===== config.mk =====
export PLATFORM = sky130hd
export DESIGN_NAME = palette_color_matrix_top
export DESIGN_NICKNAME = d
export VERILOG_FILES = /design/src/pcm_pkg.sv /design/src/palette_color_matrix_top.sv
export SDC_FILE = /design/constraint.sdc
export NUM_CORES = 2
export LEC_CHECK = 0
export ABC_AREA = 1
export BUFFER_PORTS_ARGS = -buffer_cell sky130_fd_sc_hd__buf_2
export CORE_ASPECT_RATIO = 0.7
export CORE_MARGIN = 2
export CORE_UTILIZATION = 55
export CTS_BUF_LIST = sky130_fd_sc_hd__clkbuf_16
export DETAILED_ROUTE_END_ITERATION = 8
export PLACE_DENSITY = 0.68
export SLEW_MARGIN = 20
export SYNTH_ARGS = -nofsm -noshare
export SYNTH_HDL_FRONTEND = slang
export SYNTH_SLANG_ARGS = --single-unit

===== constraint.sdc =====
create_clock -name clk -period 13.25 [get_ports clk]
set_input_delay 0 -clock clk [delete_from_list [all_inputs] [get_ports clk]]
set_output_delay 0 -clock clk [all_outputs]
set_load 0.01 [all_outputs]

===== src/pcm_pkg.sv =====
// Shared widths and register indexes of the palette color matrix.
// No dependencies; used by the top level, its checker and the testbench.
`default_nettype none

package pcm_pkg;

	localparam int COLOR_W   = 8;
	localparam int COEF_W    = 16;
	localparam int CFG_W     = 4 * COEF_W;
	localparam int CFG_IDX_W = 2;
	// 16-bit weight times 9-bit value, four terms summed.
	localparam int ACC_W     = COEF_W + COLOR_W + 1 + 2;

	localparam logic [CFG_IDX_W-1:0] REG_RED_COL   = 2'd0;
	localparam logic [CFG_IDX_W-1:0] REG_GREEN_COL = 2'd1;
	localparam logic [CFG_IDX_W-1:0] REG_BLUE_COL  = 2'd2;

	typedef logic [COLOR_W-1:0] color_t;
	typedef logic [CFG_W-1:0]   column_t;

endpackage

`default_nettype wire


===== src/palette_color_matrix_top.sv =====
// Pipeline: an input register and then a result register lie between input and result.
// Throughput: one color per cycle while out_ready holds; the output and input registers
// form a two-deep pipeline: an empty input register takes a color while a result waits.
// Reset: arst_n clears both pipeline valid bits and loads the identity matrix
// into the three column registers.
`default_nettype none

module palette_color_matrix_top #(
	parameter int COEF_FRAC_BITS = 12
) (
	input  wire                            clk,
	input  wire                            arst_n,
	input  wire                            cfg_we,
	input  wire [pcm_pkg::CFG_IDX_W-1:0]   cfg_index,
	input  wire [pcm_pkg::CFG_W-1:0]       cfg_data,
	input  wire                            in_valid,
	output logic                           in_ready,
	input  wire [pcm_pkg::COLOR_W-1:0]     red_in,
	input  wire [pcm_pkg::COLOR_W-1:0]     green_in,
	input  wire [pcm_pkg::COLOR_W-1:0]     blue_in,
	output logic                           out_valid,
	input  wire                            out_ready,
	output logic [pcm_pkg::COLOR_W-1:0]    red_out,
	output logic [pcm_pkg::COLOR_W-1:0]    green_out,
	output logic [pcm_pkg::COLOR_W-1:0]    blue_out
);

	localparam int CW = pcm_pkg::COEF_W;
	localparam int AW = pcm_pkg::ACC_W;
	localparam int DW = pcm_pkg::COLOR_W;
	localparam logic [pcm_pkg::CFG_W-1:0] ONE = pcm_pkg::CFG_W'(1) << COEF_FRAC_BITS;

	pcm_pkg::column_t red_col_q, green_col_q, blue_col_q;

	logic           valid_s1, valid_s2;
	pcm_pkg::color_t red_s1, green_s1, blue_s1;
	pcm_pkg::color_t red_s2, green_s2, blue_s2;
	logic           adv_s2;
	pcm_pkg::color_t red_nxt, green_nxt, blue_nxt;

	function automatic logic signed [AW-1:0] term(input logic [CW-1:0] w,
		input logic [DW:0] v);
		logic signed [AW-1:0] ws, vs;
		ws = AW'($signed(w));
		vs = AW'($signed(v));
		return ws * vs;
	endfunction

	function automatic pcm_pkg::color_t channel(input pcm_pkg::column_t col,
		input pcm_pkg::color_t r, input pcm_pkg::color_t g, input pcm_pkg::color_t b);
		logic signed [AW-1:0] acc;
		pcm_pkg::color_t res;
		acc = term(col[CW-1:0], {1'b0, r})
			+ term(col[2*CW-1:CW], {1'b0, g})
			+ term(col[3*CW-1:2*CW], {1'b0, b})
			+ term(col[4*CW-1:3*CW], {1'b0, {DW{1'b1}}});
		// Negative sums clamp to zero; any bit above the 8-bit result saturates.
		if (acc[AW-1])
			res = '0;
		else if (|acc[AW-2:COEF_FRAC_BITS+DW])
			res = '1;
		else
			res = acc[COEF_FRAC_BITS+DW-1:COEF_FRAC_BITS];
		return res;
	endfunction

	always_ff @(posedge clk or negedge arst_n) begin
		if (!arst_n) begin
			red_col_q   <= ONE;
			green_col_q <= ONE << CW;
			blue_col_q  <= ONE << (2 * CW);
		end else if (cfg_we) begin
			unique case (cfg_index)
				pcm_pkg::REG_RED_COL:   red_col_q   <= cfg_data;
				pcm_pkg::REG_GREEN_COL: green_col_q <= cfg_data;
				pcm_pkg::REG_BLUE_COL:  blue_col_q  <= cfg_data;
				default: ;
			endcase
		end
	end

	assign adv_s2   = !valid_s2 || out_ready;
	assign in_ready = !valid_s1 || adv_s2;

	always_ff @(posedge clk or negedge arst_n) begin
		if (!arst_n) begin
			valid_s1 <= 1'b0;
			valid_s2 <= 1'b0;
		end else begin
			if (in_ready)
				valid_s1 <= in_valid;
			if (adv_s2)
				valid_s2 <= valid_s1;
		end
	end

	always_ff @(posedge clk) begin
		if (in_ready && in_valid) begin
			red_s1   <= red_in;
			green_s1 <= green_in;
			blue_s1  <= blue_in;
		end
	end

	always_comb begin
		red_nxt   = channel(red_col_q, red_s1, green_s1, blue_s1);
		green_nxt = channel(green_col_q, red_s1, green_s1, blue_s1);
		blue_nxt  = channel(blue_col_q, red_s1, green_s1, blue_s1);
	end

	always_ff @(posedge clk) begin
		if (adv_s2 && valid_s1) begin
			red_s2   <= red_nxt;
			green_s2 <= green_nxt;
			blue_s2  <= blue_nxt;
		end
	end

	assign out_valid = valid_s2;
	assign red_out   = red_s2;
	assign green_out = green_s2;
	assign blue_out  = blue_s2;

endmodule

`default_nettype wire


==> out/metrics.cfg <==
[floorplan]
start_util = 0.555
core_um2 = 117000
io-pin-count = 121
dieArea_um2 = 121000
num_rows = 105
chipWidth_um = 415
die_h_um = 292

[global_routing]
grtUsageTotal = 0.315
grt_pass1_wl_um = 289000
grt_max_degree = 89
grt-ovfl-total = 0
antenna_found_initial = 8
grt_pass1_vias = 49783

[final_layout]
layout_commonest_cell = inv_1
seq_area_um2 = 6300
final_cell_area_um2 = 68800
multi_input_area_um2 = 47200
final_layout_size_suffix_gt1_frac = 0.0349
num-fill-cells = 10507
area_delta_synth_final_pct = 5.67
layout.nets = 9861
final_cell_mix = 2807 x inv_1, 1753 x nand2_1, 1554 x fa_1

[yosys]
synth_top_cell_by_area = fa_1
syn_area_um2 = 65100
synth_edf_count = 48
synth_top_area_share = 0.478
syn-num-nets = 9888
syn_avg_cell_area_um2 = 8.38
synth_area_leaders = fa_1 48%, inv_1 16%, nand2_1 10%
yosysSeqAreaShare = 0.0967
synth_cells = 7768
async_reset_ff_frac = 0.802
ys_warn_count = 0
ys.flop_type = dfrtp_1
synth_cell_types = 38
ys_ff_latch = 242

[timing]
slew_headroom = 0.324
fin_skew_ns = 0.0381
tightest_slew_ns = 1.01
timing.final.crit_share = 0.650
rsz0062_at_grt = no
finalMaxSlewViolations = 0
hold_violations = 0
finalSetupViolCount = 0
period_needed_ns = 8.62
fin_tns_setup_ns = 0
max_freq_mhz = 116

[job]
drv_cap = 0

[critical_path]
worstPathMaxFanout = 33
arrival_ns = 8.96
critPathKind = reg2reg
start_kind = flop
end_kind = flop
cp.required_ns = 13.59

[route]
wirelength_um = 180000
drt_iter0_markers = 4397
wire_per_inst_um = 19.3
vias_per_cell = 5.02
detail-route-antenna-nets = 0
vias = 46783
drt_pass1_iterations = 8
drc_errors = 0

[cts]
path_clk_slew_ns = 0.06
ctsResizeCount = 0
htreeDepth = 2
cts_sinks = 242
post_cts_buffers = 0
cts_root_buf = clkbuf_16
cts_buffers = 34
cts_tree = done
cts_buffer_depth = 3
hold_buffers = 92
clk_latency_ns = 0.61

[place]
hpwl_um = 148000
gp_congestion = 0.937
portBuffers = 120
placed_area_um2 = 66800

[hold_path]
hp-class = in2async

[status]
status = completed

## per-stage QoR
step | std cells | setup WS [ns] | hold slack, ns | util
2_1_floorplan | 7768 | 6.39 | -0.296 | -
3_3_place_gp | 9164 | 4.91 | 0.110 | 0.570
3_5_place_dp | 9164 | 4.82 | 0.111 | 0.570
4_1_cts | 9318 | 4.76 | 0.0506 | 0.586
5_1_grt | 9319 | 4.28 | 0.0667 | 0.586
6_report | 9327 | 4.63 | 0.0576 | 0.587
## final timing paths
check	start	endpoint	slack (ns)	depth (start not counted)
min in group clk	cfg_data[14]	green_col_q[14]$_DFFE_PN0P_	0.08	3
min	arst_n	blue_col_q[47]$_DFFE_PN0P_	0.06	2
max reg2reg	blue_s1[0]$_DFFE_PP_	green_out[1]$_SDFFCE_PP0P_	4.63	27
max	blue_s1[0]$_DFFE_PP_	green_out[1]$_SDFFCE_PP0P_	4.63	27
min reg2reg	valid_s1$_DFFE_PN0N_	out_valid$_DFFE_PN0P_	0.52	2
max in group asynchronous	arst_n	green_col_q[3]$_DFFE_PN0P_	10.97	4
## flip-flops by register name (all words and copies together), names as in the netlist
signal / cells
green_s1: 8
blue_s1: 8
green_out: 8
blue_out: 8
valid_s1: 1
out_valid: 1
red_s1: 8
green_col_q: 64
red_col_q: 64
red_out: 8
blue_col_q: 64
## worst max-delay path, stage by stage (launching register included)
cell,delay (ns)
edfxtp_1,0.33
buf_4,0.32
buf_4,0.61
nand2_1,0.27
fa_1,0.78
inv_1,0.19
fa_1,0.48
fa_1,0.49
inv_1,0.05
fa_1,0.49
inv_1,0.05
fa_1,0.57
fa_1,0.45
fa_1,0.49
inv_1,0.05
fa_1,0.51
inv_1,0.05
ha_1,0.39
nand2_1,0.16
inv_1,0.05
nand2_1,0.06
nand3_1,0.08
a21oi_1,0.18
nand3_1,0.16
a21oi_1,0.51
nand3_1,0.17
nand2_2,0.28
nor2_1,0.09
## area by class of cell
class,instances,area share
clock inverter,27,0.00267
antenna,9,0.000327
timing repair buffer,246,0.0260
tap,1551,0.0282
inverter,2804,0.153
multi-input combinational,4413,0.686
sequential,242,0.0915
clock buffer,35,0.0127
## cells by family (layout without fill, tap and decap cells)
family / after synthesis / in the layout / synth area share
flops: 242 / 242 / 0.0967
buf+inv: 3113 / 3112 / 0.180
other cells: 0 / 9 / 0
compound gates: 277 / 277 / 0.0218
xor+xnor: 76 / 76 / 0.0107
simple gates: 2035 / 2035 / 0.123
fa+ha+maj: 2025 / 2025 / 0.568
## synth_stat cells (2+ instances only)
| cell | number |
|---|---|
| edfxtp_1 | 48 |
| or2_2 | 3 |
| xor2_1 | 36 |
| dfrtp_1 | 191 |
| inv_2 | 5 |
| xnor2_2 | 3 |
| a21oi_1 | 59 |
| xnor2_1 | 36 |
| nand4_1 | 22 |
| nand3_1 | 51 |
| nor2_4 | 6 |
| ha_1 | 471 |
| a21o_1 | 3 |
| fa_1 | 1554 |
| a31oi_1 | 4 |
| buf_4 | 2 |
| or2_1 | 3 |
| o21bai_1 | 4 |
| nand2_1 | 1753 |
| dfstp_2 | 3 |
| nor2_1 | 139 |
| nor3_2 | 6 |
| o31ai_1 | 3 |
| nand3_2 | 3 |
| nor3_1 | 6 |
| buf_1 | 41 |
| clkbuf_1 | 265 |
| inv_1 | 2799 |
| and2_1 | 2 |
| nor2_2 | 16 |
| nand3_4 | 2 |
| o21ai_0 | 203 |
| nand2_2 | 16 |
| nand3b_1 | 6 |
## layer usage
metal  track usage  wire length (um)  up-vias
met5             0                38        -
met4        0.0848              5300        6
met3        0.0775             19800      233
met2         0.459             76500     2018
met1         0.470             78100    23358
li1              -                 -    21168
Power is left out: the tool's default activity adds up to more than one toggle a clock period on the data nets, which glitch-free logic cannot reach.
